File: config.mk
export PLATFORM = sky130hd
export DESIGN_NAME = wuf_ram
export DESIGN_NICKNAME = d
export VERILOG_FILES = /design/src/rtl/wuf_ram.sv
export SDC_FILE = /design/constraint.sdc
export NUM_CORES = 1
export LEC_CHECK = 0
export ABC_AREA = 1
export BUFFER_PORTS_ARGS = -buffer_cell sky130_fd_sc_hd__buf_4
export CORE_ASPECT_RATIO = 1.2
export CORE_MARGIN = 4
export CORE_UTILIZATION = 61
export DETAILED_ROUTE_END_ITERATION = 12
export GPL_TIMING_DRIVEN = 1
export PLACE_DENSITY = 0.87
export SLEW_MARGIN = 15
export SYNTH_ARGS = -nofsm -noshare
export SYNTH_HDL_FRONTEND = slang
export SYNTH_SLANG_ARGS = --single-unit
File: constraint.sdc
create_clock -name clk -period 1.5 [get_ports clk]
set_clock_uncertainty 0.15 [all_clocks]
set_input_delay 0.075 -clock clk [delete_from_list [all_inputs] [get_ports clk]]
set_output_delay 0.075 -clock clk [all_outputs]
set_load 0.02 [all_outputs]
File: src/rtl/wuf_ram.sv
// wuf_ram: generic single-write, single-read RAM with registered read data.
// No package dependency.
`default_nettype none

module wuf_ram #(
  parameter int WIDTH = 8,
  parameter int DEPTH = 16,
  parameter int AW    = $clog2(DEPTH)
) (
  input  wire logic             clk,
  input  wire logic             we,
  input  wire logic [AW-1:0]    waddr,
  input  wire logic [WIDTH-1:0] wdata,
  input  wire logic [AW-1:0]    raddr,
  output logic      [WIDTH-1:0] rdata
);

  logic [WIDTH-1:0] mem [DEPTH];

  always_ff @(posedge clk) begin
    if (we) begin
      mem[waddr] <= wdata;
    end
    rdata <= mem[raddr];
  end

endmodule

`default_nettype wire

Word level (Yosys, flattened, before mapping)
Memory sizes are Yosys's and may differ from the RTL's. A register that Yosys moved wholly into a read port is not among the register bits.
Cells that the tools add are included.
{ "totals": {"ff_bits": 0, "ramBits": 128, "input_bits": 18, "out_inout_bits": 8, "elab_cells": 3, "mem_count": 1} }
{ "op_classes": {"mux": 2} }
{ "memory_table": {"columns": ["name", "words", "word_bits", "read_ports", "rd_ports_with_merged_regs", "wr", "line_no", "rtl"], "rows": [
  ["mem", 16, 8, 1, 1, 1, "18", "logic [WIDTH-1:0] mem [DEPTH];"]
]} }
{ "op_table": {"columns": ["cell", "count"], "rows": [
  ["$mux W1", 2]
]} }

Longest topological paths before layout
{ "depth": {"depth_word": 2, "mapped_depth": 8, "depth_no_buf": 7} }

Worst setup path after synthesis
OpenSTA, ideal clock, no wires.
{ "synth_timing": {"path_kind": "input-to-reg", "start": "in waddr[2]", "end": "mem mem[10][0], enable pin", "setup_time_ns": 0.370, "arrival_ns": 0.656, "required_time_ns": 0.980, "setup_slack_ns": 0.324, "stages": 2, "n_path_buf": 0, "path_cell_list": "nand3b_1 > nor2_1"} }
{ "synth_rtl": {"columns": ["item", "line_no", "rtl"], "rows": [
  ["start: declaration", "12", "input wire logic [AW-1:0] waddr,"],
  ["end: declaration", "18", null]
]} }
Straight into the memory's write port.

==> qor.tcl <==
set qor(rows) 38
set qor(unique_cell_type_count_in_the_yosys_netlist) 12
set qor(min-delay-path-class) {primary input to flip-flop}
set qor(share_of_the_yosys_chip_area_belonging_to_registers) 0.6943
set qor(worstSetupEndpointType) {flip-flop}
set qor(main_combinational_cell_family_by_area_after_synthesis) {simple AND/OR/NAND/NOR gates}
set qor(yosys-mux-area-fraction) 0
set qor(synthesis.instances) 551
set qor(detailedRoute.firstIterationViolations) 599
set qor(fin_crit_ps) 1379
set qor(fin_hold_ws_ps) 37.30
set qor(antenna_left) 0
set qor(power.ir.vdd_worst_mv) 1.039
set qor(hpwlAfterDp_mm) 7.968
set qor(routedWlPerCell_microns) 18.95
set qor(synth-xor-area-share) 0
set qor(power_switching_uw) 1983
set qor(grt_setup_unrepaired) {false}
set qor(dp_worst_setup_slack_ps) 161.0
set qor(drt_drc_violations_left) 0
set qor(fmax_ghz) 0.7252
set qor(yosys.area_share.simple) 0.2105
set qor(totalNegativeSetupSlack_ps) 0
set qor(critical_path_arrival_ps) 1700
set qor(finalWirelength_mm) 13.96
set qor(synth_adder_area_share) 0
set qor(master_cell_of_the_clock_root_buffer) {sky130_fd_sc_hd__clkbuf_8}
set qor(power_frac_clock) 0.454
set qor(clock_sink_count) 136
set qor(report.final.setup_viol) 0
set qor(global_route.usage.total) 0.2713
set qor(area_delta_synth_final_pct) 18.72
set qor(final_min_period_over_clock_period) 0.9193
set qor(nets) 622
set qor(p_leak_uw) 0.002986
set qor(setup.worst_path.class) {primary input to flip-flop}
set qor(final_core_util) 0.7500
set qor(first_global_vias) 4114
set qor(dpl_cell_area_sq_mm) 0.006153
set qor(powerDensity_mw_per_mm2) 1310
set qor(inserted_clock_buffers) 17
set qor(seq_power_share) 0.477
set qor(synth.area.top_cells) {sky130_fd_sc_hd__edfxtp_1, sky130_fd_sc_hd__nand2_1, sky130_fd_sc_hd__nand3_1}
set qor(antenna_cells) 0
set qor(complex_gate_fraction_of_the_synthesized_area) 0
set qor(die_height_microns) 114.5
set qor(numPortBuffers) 25
set qor(yosys_warnings) 0
set qor(die_width_microns) 96.76
set qor(timing_hold_violations_final) 0
set qor(core-area_sq_mm) 0.009129
set qor(grt_first_pass_wirelength_mm) 22.52
set qor(yosys_register_bits) 136
set qor(slew_viol_final) 0
set qor(place.gp.congestion) 0.9203
set qor(cp_data_required_time_ps) 1820
set qor(postSynthAreaPerCell_sq_um) 10.47
set qor(switching_share) 0.2212
set qor(drive_above_1_share) 0.1280
set qor(post_layout_instance_area_sq_mm) 0.006847
set qor(detail_route.first_pass.iterations) 5
set qor(worst_pin_slew_ps) 327.3
set qor(critPathLaunchType) {primary input}
set qor(via_per_inst) 5.685
set qor(clk_path_buf_depth) 2
set qor(run_status) {finished clean}
set qor(clk_latency_ps) 530
set qor(power.combinational.fraction) 0.069
set qor(worst_setup_hold_path_clk_slew_ps) 60
set qor(cts_max_level) 4
set qor(design.portCount) 26
set qor(die_area_sq_mm) 0.01108
set qor(postSynthNetCount) 569
set qor(p_int_uw) 6985
set qor(route.vias.total) 4190
set qor(synth_area_leader_cell) {sky130_fd_sc_hd__edfxtp_1}
set qor(floorplan.initialDensity) 0.6317
set qor(synth_top_area_share) 0.6665
set qor(drv_cap) 0
set qor(timing.final.ws_setup_ps) 121.0
set qor(timing.critical_path.fanout_max) 17
set qor(grt_start_max_net_pins) 65
set qor(slew_headroom) 0.7815
set qor(cts_tree) {built}
set qor(number_of_antenna_violations_at_the_first_check_in_global_routing) 0
set qor(synthesis.area_sq_mm) 0.005767
set qor(grt_remaining_overflow) 0
set qor(post_cts_repair_setup_buffers) 0
==> stage by stage <==
stage | total power (uW) | std cells
floorplan | 4679 | 551
global placement | 4902 | 694
detailed placement | 4921 | 694
CTS | 8960 | 737
global route | 9202 | 737
finish | 8968 | 737
==> cells in the final DEF, fill, tap and decap left out, types with 2 or more instances in the layout <==
master and count:
sky130_fd_sc_hd__clkinv_2 3, sky130_fd_sc_hd__buf_12 4, sky130_fd_sc_hd__dfxtp_1 8, sky130_fd_sc_hd__nand2_1 173, sky130_fd_sc_hd__edfxtp_1 128, sky130_fd_sc_hd__inv_2 2
sky130_fd_sc_hd__clkinvlp_4 4, sky130_fd_sc_hd__buf_4 43, sky130_fd_sc_hd__nand3_1 97, sky130_fd_sc_hd__clkbuf_1 3, sky130_fd_sc_hd__nor2_1 17, sky130_fd_sc_hd__inv_1 99
sky130_fd_sc_hd__dlygate4sd3_1 11, sky130_fd_sc_hd__bufinv_16 3, sky130_fd_sc_hd__clkinv_4 3, sky130_fd_sc_hd__nand3b_1 2, sky130_fd_sc_hd__clkbuf_16 16
==> logic make-up (layout without fill, tap and decap cells) <==
logic type    after synthesis  count (layout)
buf+inv                   126             192
flops                     136             136
simple gates              289             289
==> registers in the layout, summed over array words and instances (netlist names) <==
| name | flops |
|---|---|
| mem | 128 |
| rdata | 8 |
==> worst paths after layout <==
check / start / endpoint / slack (ps) / cells after the start
max: raddr[2] / rdata[5] / 120 / 6
min: waddr[2] / mem[10][4] / 40 / 4
max reg2reg: mem[11][5] / rdata[5] / 200 / 6
min reg2reg: mem[14][2] / rdata[2] / 540 / 6
==> power by group through the flow <==
stage / Combinational, uW / Clock [uW] / Sequential (uW)
after CTS: 612 / 4070 / 4280
final: 623 / 4070 / 4280
after global routing: 677 / 4240 / 4280
after floorplan: 300 / 0 / 4380
after global placement: 551 / 0 / 4350
after detailed placement: 568 / 0 / 4350
==> critical path, cell delays in order <==
cell and delay (ps):
sky130_fd_sc_hd__dlygate4sd3_1 520, sky130_fd_sc_hd__buf_4 240, sky130_fd_sc_hd__clkinvlp_4 350, sky130_fd_sc_hd__nand3_1 240
sky130_fd_sc_hd__nand3_1 140, sky130_fd_sc_hd__nand2_1 120
==> routing by layer <==
metal	vias up	GRT usage	wire [microns]
li1	1879	-	-
met1	1923	0.3388	5032
met2	318	0.4424	6837
met3	70	0.08288	1485
met4	0	0.1180	608
met5	-	0	0
==> final cells by class <==
class	instances	area [sq um]
fill	542	2282
multi-input combinational	289	1214
timing repair buffer	58	513.0
sequential	136	4004
tap	120	150.1
clock inverter	12	153.9
inverter	102	386.6
clock buffer	20	425.4
==> repair_timing <==
item                                    in CTS  in global routing
hold buffers                                11                  0
gates resized for setup                      0                  1
endpoints found under the setup margin       0                  3
endpoints found under the hold margin      136                  0
==> Yosys cell counts <==
cell type	instances
sky130_fd_sc_hd__buf_1	1
sky130_fd_sc_hd__buf_2	13
sky130_fd_sc_hd__buf_4	4
sky130_fd_sc_hd__buf_6	6
sky130_fd_sc_hd__dfxtp_1	8
sky130_fd_sc_hd__edfxtp_1	128
sky130_fd_sc_hd__inv_1	100
sky130_fd_sc_hd__inv_2	2
sky130_fd_sc_hd__nand2_1	173
sky130_fd_sc_hd__nand3_1	97
sky130_fd_sc_hd__nand3b_1	2
sky130_fd_sc_hd__nor2_1	17
(Power assumes the default switching activity.)
