`src/rtl/wuf_pkg.sv`:
```
// wuf_pkg: shared constants, request/result structs and table port structs
// for the weighted union-find core. No dependencies.
`default_nettype none

package wuf_pkg;

  localparam int MAX_SITES = 1024;
  localparam int SITE_W    = $clog2(MAX_SITES);
  localparam int SIZE_W    = SITE_W + 1;
  localparam int CFG_W     = 11;

  localparam logic [SITE_W-1:0] SITE_LAST  = SITE_W'(MAX_SITES - 1);
  localparam logic [SIZE_W-1:0] SIZE_ONE   = SIZE_W'(1);
  localparam logic [CFG_W-1:0]  CFG_RESET  = CFG_W'(1024);
  localparam logic [CFG_W-1:0]  CFG_MAX    = CFG_W'(MAX_SITES);

  // request kinds; the unused code behaves as a query
  localparam logic [1:0] KIND_QUERY  = 2'd0;
  localparam logic [1:0] KIND_MERGE  = 2'd1;
  localparam logic [1:0] KIND_REINIT = 2'd2;

  typedef struct packed {
    logic [1:0]        kind;
    logic [SITE_W-1:0] site_p;
    logic [SITE_W-1:0] site_q;
  } wuf_req_t;

  typedef struct packed {
    logic              same_set;
    logic [SITE_W-1:0] root_p;
    logic [SITE_W-1:0] root_q;
    logic              out_of_range;
  } wuf_res_t;

  typedef struct packed {
    logic              we;
    logic [SITE_W-1:0] waddr;
    logic [SITE_W-1:0] wdata;
    logic [SITE_W-1:0] raddr;
  } pt_port_t;

  typedef struct packed {
    logic              we;
    logic [SITE_W-1:0] waddr;
    logic [SIZE_W-1:0] wdata;
    logic [SITE_W-1:0] raddr;
  } sz_port_t;

endpackage

`default_nettype wire

```
`src/rtl/wuf_ctrl.sv`:
```
// wuf_ctrl: sequencer for root walks, size compare/add and table writes,
// plus the table clearing sweep. Depends on wuf_pkg.
`default_nettype none

module wuf_ctrl import wuf_pkg::*; (
  input  wire logic              clk,
  input  wire logic              rst_n,
  input  wire logic              in_valid,
  input  wire wuf_req_t          in_req,
  output logic                   in_ready,
  input  wire logic [CFG_W-1:0]  limit,
  output pt_port_t               pt_port,
  input  wire logic [SITE_W-1:0] pt_rdata,
  output sz_port_t               sz_port,
  input  wire logic [SIZE_W-1:0] sz_rdata,
  output logic                   res_valid,
  output wuf_res_t               res,
  input  wire logic              res_take
);

  typedef enum logic [2:0] {
    ST_CLEAR, ST_IDLE, ST_WALK_P, ST_WALK_Q, ST_SIZE_P, ST_SIZE_Q, ST_RESULT
  } state_t;

  state_t            state_r, state_nxt;
  logic [SITE_W-1:0] clr_r, clr_nxt;
  logic              reply_r, reply_nxt;
  logic [1:0]        kind_r, kind_nxt;
  logic [SITE_W-1:0] q_r, q_nxt;
  logic [SITE_W-1:0] site_r, site_nxt;
  logic [SIZE_W-1:0] szp_r, szp_nxt;
  wuf_res_t          res_r, res_nxt;
  logic [SIZE_W-1:0] size_sum;
  logic              p_smaller;

  // arithmetic for the link step: size compare and sum
  assign size_sum  = szp_r + sz_rdata;
  assign p_smaller = szp_r < sz_rdata;

  always_comb begin
    state_nxt = state_r;
    clr_nxt   = clr_r;
    reply_nxt = reply_r;
    kind_nxt  = kind_r;
    q_nxt     = q_r;
    site_nxt  = site_r;
    szp_nxt   = szp_r;
    res_nxt   = res_r;
    pt_port   = '0;
    sz_port   = '0;
    sz_port.raddr = res_r.root_p;
    case (state_r)
      ST_CLEAR: begin
        pt_port.we    = 1'b1;
        pt_port.waddr = clr_r;
        pt_port.wdata = clr_r;
        sz_port.we    = 1'b1;
        sz_port.waddr = clr_r;
        sz_port.wdata = SIZE_ONE;
        clr_nxt       = clr_r + SITE_W'(1);
        if (clr_r == SITE_LAST) begin
          state_nxt = reply_r ? ST_RESULT : ST_IDLE;
          reply_nxt = 1'b0;
        end
      end
      ST_IDLE: begin
        if (in_valid) begin
          kind_nxt = in_req.kind;
          q_nxt    = in_req.site_q;
          res_nxt  = '0;
          if (in_req.kind == KIND_REINIT) begin
            clr_nxt   = '0;
            reply_nxt = 1'b1;
            state_nxt = ST_CLEAR;
          end else if ({1'b0, in_req.site_p} >= limit || {1'b0, in_req.site_q} >= limit) begin
            res_nxt.out_of_range = 1'b1;
            state_nxt = ST_RESULT;
          end else begin
            site_nxt  = in_req.site_p;
            state_nxt = ST_WALK_P;
          end
        end
      end
      ST_WALK_P: begin
        if (pt_rdata == site_r) begin
          res_nxt.root_p = site_r;
          site_nxt  = q_r;
          state_nxt = ST_WALK_Q;
        end else begin
          site_nxt = pt_rdata;
        end
      end
      ST_WALK_Q: begin
        if (pt_rdata == site_r) begin
          res_nxt.root_q   = site_r;
          res_nxt.same_set = (site_r == res_r.root_p);
          if (kind_r == KIND_MERGE && site_r != res_r.root_p) begin
            state_nxt = ST_SIZE_P;   // size[root_p] read issued here
          end else begin
            state_nxt = ST_RESULT;
          end
        end else begin
          site_nxt = pt_rdata;
        end
      end
      ST_SIZE_P: begin
        szp_nxt       = sz_rdata;
        sz_port.raddr = res_r.root_q;
        state_nxt     = ST_SIZE_Q;
      end
      ST_SIZE_Q: begin
        pt_port.we    = 1'b1;
        sz_port.we    = 1'b1;
        sz_port.wdata = size_sum;
        if (p_smaller) begin
          pt_port.waddr = res_r.root_p;
          pt_port.wdata = res_r.root_q;
          sz_port.waddr = res_r.root_q;
        end else begin
          pt_port.waddr = res_r.root_q;
          pt_port.wdata = res_r.root_p;
          sz_port.waddr = res_r.root_p;
        end
        state_nxt = ST_RESULT;
      end
      ST_RESULT: begin
        if (res_take) begin
          state_nxt = ST_IDLE;
        end
      end
      default: begin
        state_nxt = ST_IDLE;
      end
    endcase
    pt_port.raddr = site_nxt;
  end

  assign in_ready  = (state_r == ST_IDLE);
  assign res_valid = (state_r == ST_RESULT);
  assign res       = res_r;

  always_ff @(posedge clk) begin
    if (!rst_n) begin
      state_r <= ST_CLEAR;
      clr_r   <= '0;
      reply_r <= 1'b0;
    end else begin
      state_r <= state_nxt;
      clr_r   <= clr_nxt;
      reply_r <= reply_nxt;
    end
    kind_r <= kind_nxt;
    q_r    <= q_nxt;
    site_r <= site_nxt;
    szp_r  <= szp_nxt;
    res_r  <= res_nxt;
  end

endmodule

`default_nettype wire

```
`config.mk`:
```
export PLATFORM = sky130hd
export DESIGN_NAME = wuf_ctrl
export DESIGN_NICKNAME = d
export VERILOG_FILES = /design/src/rtl/wuf_pkg.sv /design/src/rtl/wuf_ctrl.sv
export SDC_FILE = /design/constraint.sdc
export NUM_CORES = 1
export LEC_CHECK = 0
export BUFFER_PORTS_ARGS = -buffer_cell sky130_fd_sc_hd__buf_2
export CORE_ASPECT_RATIO = 1.75
export CORE_MARGIN = 2
export CORE_UTILIZATION = 40
export CTS_CLUSTER_DIAMETER = 120
export DETAILED_ROUTE_END_ITERATION = 7
export GPL_TIMING_DRIVEN = 0
export PLACE_DENSITY = 0.64
export SLEW_MARGIN = 20
export SYNTH_ARGS = -nofsm -noshare
export SYNTH_HDL_FRONTEND = slang
export SYNTH_SLANG_ARGS = --single-unit
export TNS_END_PERCENT = 50
```
`constraint.sdc`:
```
create_clock -name clk -period 2.5 [get_ports clk]
set_input_delay 0.375 -clock clk [delete_from_list [all_inputs] [get_ports clk]]
set_output_delay 0.375 -clock clk [all_outputs]
set_load 0.05 [all_outputs]
```
### Yosys cells after proc, flatten, opt, wreduce, memory -nomap -nowiden

Index checks and enable logic that the tools add are counted.

* add/subtract/negate cells: 2
* $lt $le $gt $ge: 3
* equality and inequality tests: 18
* multiplexer cells: 36
* reduce and logical (&&, ||, !) cells: 12

Operators by type and width (count)
* $mux W10: 10
* $pmux W10 S2: 3
* $pmux W22 S2: 1
* $pmux W21 S2: 1
* $pmux W10 S3: 1
* $mux W3: 8
* $ge A10 B11 Y1: 2
* $mux W22: 1
* $pmux W3 S7: 1
* $eq A10 B10 Y1: 2
* $mux W20: 1
* $add A11 B11 Y11: 1
* $lt A11 B11 Y1: 1
* $add A10 B1 Y10 const B: 1
* $eq A10 B10 Y1 const B: 1
* $ne A10 B10 Y1: 1
* $eq A3 B3 Y1 const B: 3
* $reduce_and A3 Y1: 3
* $ne A2 B2 Y1 const B: 4
* $eq A3 B2 Y1 const B: 2
* $mux W1: 6
* $reduce_bool A2 Y1: 3
* $reduce_and A5 Y1: 1
* $ne A2 B1 Y1 const B: 2
* 10 further kinds: 11

* bits in registers: 69

### Depth between registers and ports, before layout

Gate-level depths: netlist (run 1).

* word-level depth: 6
* gate-level depth with buffers: 10

### Worst setup path before layout (run 1)

No wires, ideal clock.

* path type: input to output
* start point: input sz_rdata[6]
* end point: output sz_port[22] (netlist bit)
* data arrival time: 3.209 ns
* slack: -1.084 ns
* cell stages on the path: 10
* path buffers: 2
* cell sequence: inv_1 ha_1 a211oi_1 nand2b_1 o211ai_1 a21oi_1 buf_4 mux2i_1 o21ai_0 buf_4

RTL lines
* start: declaration: line wuf_ctrl.sv:15 `input wire logic [SIZE_W-1:0] sz_rdata,`
* end: declaration: line wuf_ctrl.sv:14 `output sz_port_t sz_port,`

==> impl_metrics.tcl, run 1 <==
set metrics [dict create \
    postSynth.asyncResetShare 0 \
    syn_inst 546 \
    gp_congestion 0.971 \
    rrSetupSlack_ns 0.15 \
    first_pass_iters 4 \
    critPathTopFamily "compound AO/OA/AOI/OAI gates" \
    grt_overflow 0 \
    rows 54 \
    cp-startpoint "szp_r[6]" \
    seq_area_frac_synth 0.365 \
    r2r_end "res[7]" \
    initial_core_util 0.406 \
    pin_count 145 \
    synth_edf_count 45 \
    fmax_mhz 327 \
    port_buffers 143 \
    antenna_cells 0 \
    clk_latency_ns 0.33 \
    grt_max_degree 21 \
    cp_slowest_cell "edfxtp_1" \
    syn_to_final_growth_pct 61.2 \
    path_depth 10 \
    arrival_ns 2.69 \
    crit_chain "ha_4 > a211oi_2 > nand2b_1 > o211ai_1 > a21oi_2 > buf_6 > mux2i_4 > o21ai_4 > buf_6 > buf_8" \
    crit_type "register to primary output" \
    cts_root_buf "clkbuf_16" \
    cts_buffer_depth 2 \
    timing.clock.skew_ns 0.00737 \
    crit_path_end_kind "primary output" \
    slew_viol_final 0 \
    cp-start-kind "register" \
    dieArea_sq_um 13500 \
    endpoint "sz_port[27]" \
    multi_input_area_sq_um 3910 \
    holdCritStartpoint "sz_rdata[10]" \
    via_count 4964 \
    fillers 939 \
    wl_per_cell_um 19.1 \
    synth.ff_latch_count 69 \
    syn_nets 647 \
    crit_top_cell "buf_6" \
    layout_setup_ws_ns -0.561 \
    dp_hpwl_um 12300 \
    reg2reg_depth 8 \
    yosysWarnings 0 \
    antenna_left 0 \
    status "finished with violations" \
    failed_checks "negative setup slack" \
    synth_flop_cell "edfxtp_1" \
    synth_top_area_frac 0.269 \
    avgSynthCellArea_sq_um 9.19 \
    cts_buffers 9 \
    whs_ns 0.235 \
    setup_viol 46 \
    grt.total_usage 0.244 \
    worstHoldPathType "input port to register" \
    setup-tns-final_ns -17.01 \
    power.total_mw 5.64 \
    worst_pin_slew_ns 1.03 \
    die_h_um 152 \
    netlist_area_sq_um 5020 \
    vdd_ir_drop_max_v 0.000638 \
    post-route-period-util 1.22 \
    period_needed_ns 3.06 \
    rsz0062_at_grt "yes" \
    cp.required_ns 2.12 \
    drive_gt1_frac 0.504 \
    viasPerCell 5.47 \
    synth_top_area_cell "edfxtp_1" \
    final_hold_viol_count 0 \
    grt_pass1_vias 5158 \
    drc_errors 0 \
    final_common_cell "buf_2" \
    path_buf_inv 3 \
    final_cell_mix "buf_2 (94), buf_6 (53), edfxtp_1 (45), nand2_1 (41)" \
    cts.sinks 69 \
    max_cap_violations 0 \
    maxSlewHeadroom 0.313 \
    antenna_found_initial 0 \
    critPathMaxStageDelay_ns 0.43 \
    leakage_nw 3.39 \
    htree_levels 3 \
    power.density_nw_per_um2 697 \
    grt_pass1_wl_um 25300 \
    drt_iter0_drc 228 \
    clkTransAtPathRegs_ns 0.06 \
    wl_um 17300 \
    worstPathMaxFanout 5 \
    seq_area_sq_um 1850 \
    synthTopCellsByArea "edfxtp_1 (27%), ha_1 (10%), dfxtp_1 (9.6%), mux2i_1 (6.2%), xor2_1 (4.0%)" \
    cts_tree "done" \
    fin_nets 836 \
    r2r_start "site_r[4]" \
    coreArea_sq_um 12400 \
    synth_cell_types 59 \
    die_w_um 88.7 \
]
==> per-stage QoR <==
step / util / setup WS, ns / instances / instance area (sq um)
after global routing: 0.654 / -0.637 / 908 / 8090
after global placement: 0.505 / -0.776 / 857 / 6240
after detailed placement: 0.506 / -0.582 / 858 / 6250
final: 0.654 / -0.561 / 908 / 8090
after floorplan: - / -0.124 / 546 / 5310
after CTS: 0.607 / -0.567 / 898 / 7510
==> worst min path at each step <==
stage | to | slack [ns] | depth (start not counted)
CTS | q_r[0] | 0.23 | 1
floorplan | reply_r | 0.47 | 2
detailed placement | clr_r[1] | 0.51 | 2
global route | q_r[1] | 0.23 | 1
global placement | clr_r[1] | 0.51 | 2
finish | szp_r[10] | 0.24 | 1
==> metal layers <==
layer | routed length [um] | part of all wire | global-route usage
met2 | 9780 | 0.56 | 0.459
met5 | 0 | 0 | 0
met1 | 5740 | 0.33 | 0.228
met4 | 817 | 0.047 | 0.144
met3 | 984 | 0.057 | 0.0493
==> where the power goes <==
part           internal, mW  total [mW]  switching (mW)
Clock                 0.798        1.27           0.474
Sequential             1.41        1.62           0.210
Combinational          1.05        2.74            1.70
Total                  3.25        5.64            2.38
==> sequential cells by signal, summed over array words and instances, names as in the netlist <==
| register | cells |
|---|---|
| clr_r | 10 |
| kind_r | 2 |
| q_r | 10 |
| reply_r | 1 |
| res | 22 |
| site_r | 10 |
| state_r | 3 |
| szp_r | 11 |
==> logic make-up (layout without fill, tap and decap cells) <==
family | after synthesis | in the layout | synth area share
AOI/OAI and AO/OA | 110 | 110 | 0.142
xor gates and xnor gates | 34 | 34 | 0.0593
adders and majority gates | 43 | 43 | 0.109
buffers and inverters | 80 | 273 | 0.0708
DFF | 69 | 69 | 0.365
muxes | 41 | 41 | 0.0843
and+or+nand+nor | 169 | 170 | 0.170
==> synth_stat cells, drive strengths merged, types with 2 or more instances <==
library cell	n
o211ai	4
a31oi	11
and2	2
nand3	11
nand2	42
o21ai	35
nand2b	11
xor2	23
xnor2	11
ha	42
nor2b	3
buf	19
o221ai	10
mux2i	31
nor3	14
mux2	10
and3	22
edfxtp	45
nor2	38
clkbuf	16
dfxtp	24
a21o	6
a211oi	4
nor4	5
o21bai	2
or3	5
inv	45
a21oi	19
nand4	10
a21boi	3
o21a	4
==> cell type report <==
class	instances	area share
Clock buffer	14	0.0314
Inverter	45	0.0220
Sequential cell	69	0.229
Multi-Input combinational cell	398	0.484
Tap cell	168	0.0260
Timing Repair Buffer	179	0.170
Buffer	33	0.0342
Clock inverter	2	0.00418
==> timing repair <==
action	4_1_cts	5_1_grt
pin swaps	33	45
setup buffers	21	12
gates resized for setup	198	101
cloned	3	1
setup endpoints to repair	69	89
hold buffers	0	0
Power figures use the tool's default switching activity.
==> run 2: changes to the inputs <==
--- a/config.mk
+++ b/config.mk
@@ -11,7 +11,6 @@
 export CORE_UTILIZATION = 40
 export CTS_CLUSTER_DIAMETER = 120
 export DETAILED_ROUTE_END_ITERATION = 7
-export GPL_TIMING_DRIVEN = 0
 export PLACE_DENSITY = 0.64
 export SLEW_MARGIN = 20
 export SYNTH_ARGS = -nofsm -noshare
==> impl_metrics.tcl, run 2 (same netlist as run 1, synthesis figures left out) <==
set metrics [dict create \
    antenna_left 0 \
    max_cap_violations 0 \
    antenna_cells 0 \
    first_pass_iters 4 \
    place_inst 879 \
    wl_per_cell_um 16.9 \
    slew_viol_final 0 \
    power.density_nw_per_um2 709 \
    layout_setup_ws_ns -0.514 \
    drt_iter0_drc 133 \
    rrSetupSlack_ns 0.29 \
    grt_pass1_vias 4986 \
    grt_pass1_wl_um 23600 \
    swShare 0.415 \
    maxSlewHeadroom 0.758 \
    rsz0062_at_grt "yes" \
    worst_pin_slew_ns 0.361 \
    crit_path_end_kind "primary output" \
    grt.total_usage 0.223 \
    sequentialPowerShare 0.301 \
    p_comb_frac 0.461 \
    dp_worst_setup_slack_ns -0.391 \
    worstPathMaxFanout 5 \
    wl_um 15300 \
    timing.clock.skew_ns 0.00595 \
    cts.sinks 69 \
    cp_slowest_cell "edfxtp_1" \
    cts_buffers 9 \
    rows 54 \
    crit_chain "ha_4 > a211oi_2 > nand2b_1 > o211ai_1 > a21oi_2 > buf_6 > clkbuf_16 > mux2i_4 > o21ai_4 > buf_6" \
    final_hold_viol_count 0 \
    die_w_um 88.7 \
    coreArea_sq_um 12400 \
    fmax_mhz 332 \
    initial_core_util 0.406 \
    power.share.clock 0.238 \
    failed_checks "negative setup slack" \
    drc_errors 0 \
    p_switching_mw 2.18 \
    worstHoldPathType "input port to register" \
    syn_to_final_growth_pct 48.0 \
    critPathMaxStageDelay_ns 0.43 \
    post-route-period-util 1.21 \
    dp_hpwl_um 11800 \
    pin_count 145 \
    crit_top_cell "buf_6" \
    final_cell_mix "buf_2 (95), buf_4 (61), edfxtp_1 (45), buf_6 (43)" \
    antenna_found_initial 0 \
    via_count 4804 \
    clkTransAtPathRegs_ns 0.06 \
    final_common_cell "buf_2" \
    cp-start-kind "register" \
    grt_overflow 0 \
    status "finished with violations" \
    drive_gt1_frac 0.427 \
    crit_type "register to primary output" \
    largest_reg_flops 22 \
    port_buffers 144 \
    dieArea_sq_um 13500 \
    leakage_nw 3.28 \
    setup_viol 46 \
    setup-tns-final_ns -15.95 \
    gp_congestion 0.994 \
    cts_tree "done" \
    viasPerCell 5.31 \
    stdcell_count 904 \
    grt_max_degree 22 \
    cts_buffer_depth 2 \
    cp.required_ns 2.12 \
    period_needed_ns 3.01 \
    power.total_mw 5.26 \
    postCtsHoldBufs 0 \
    cts_root_buf "clkbuf_16" \
    p_int_mw 3.08 \
    arrival_ns 2.64 \
    clk_latency_ns 0.33 \
    htree_levels 3 \
    post-route-util 0.601 \
    die_h_um 152 \
    fillers 1032 \
    vdd_ir_drop_max_v 0.000738 \
    fin_nets 832 \
]
[run 2: changes by cell type in the layout (fill, tap and decap cells not counted), sizes merged]
cell	change
clkinvlp	-1
nand3	-1
bufinv	-1
inv	+2
buf	+10
clkinv	+1
clkbuf	-14
[run 2: area by class of cell]
class	count	area [sq um]	share of cell area
timing repair buffer	209	1600	0.216
tap	168	210	0.0283
clock buffer	13	282	0.0379
inverter	45	169	0.0227
sequential	69	1830	0.247
clock inverter	3	16.3	0.00219
multi-input combinational	397	3320	0.447
[run 2: what timing repair did]
action / 4_1_cts / 5_1_grt
gates resized for setup: 92 / 62
endpoints found under the setup margin: 47 / 48
cloned: 1 / 1
pin swaps: 5 / 13
buffers inserted: 5 / 2
[run 2: final timing paths]
check | startpoint | endpoint | depth (start not counted)
max reg2reg | site_r[4] | res[16] | 8
min | in_req[0] | q_r[0] | 1
min reg2reg | reply_r | reply_r | 2
max | szp_r[6] | sz_port[21] | 10
[run 2: per-layer routing]
layer	part of all wire	routed length, um	GRT usage
met1	0.34	5140	0.210
met2	0.58	8800	0.439
met3	0.051	772	0.0433
met4	0.035	537	0.0931
met5	0	0	0
[run 2: through the flow]
step | hold slack [ns] | cell area (sq um)
after floorplan | 0.470 | 5310
after global placement | 0.492 | 6500
after detailed placement | 0.520 | 6500
after CTS | 0.226 | 7160
after global routing | 0.230 | 7430
final | 0.235 | 7430
[run 2: worst max-delay path: cells and delay by family (launching register included)]
family                   cells  cell delay [ns]
buffers and inverters        3             0.51
adder cells (fa/ha/maj)      1             0.25
multiplexers                 1             0.19
AND/OR/NAND/NOR              1             0.08
flip-flops                   1             0.43
AO/OA/AOI/OAI                4             0.85
[run 2: power groups by stage]
stage | registers, mW | logic, mW | clock network, mW
final | 1.58 | 2.43 | 1.25
after floorplan | 1.62 | 1.52 | 0
after global routing | 1.60 | 2.58 | 1.32
after CTS | 1.58 | 2.32 | 1.29
after global placement | 1.59 | 2.09 | 0
after detailed placement | 1.60 | 2.12 | 0
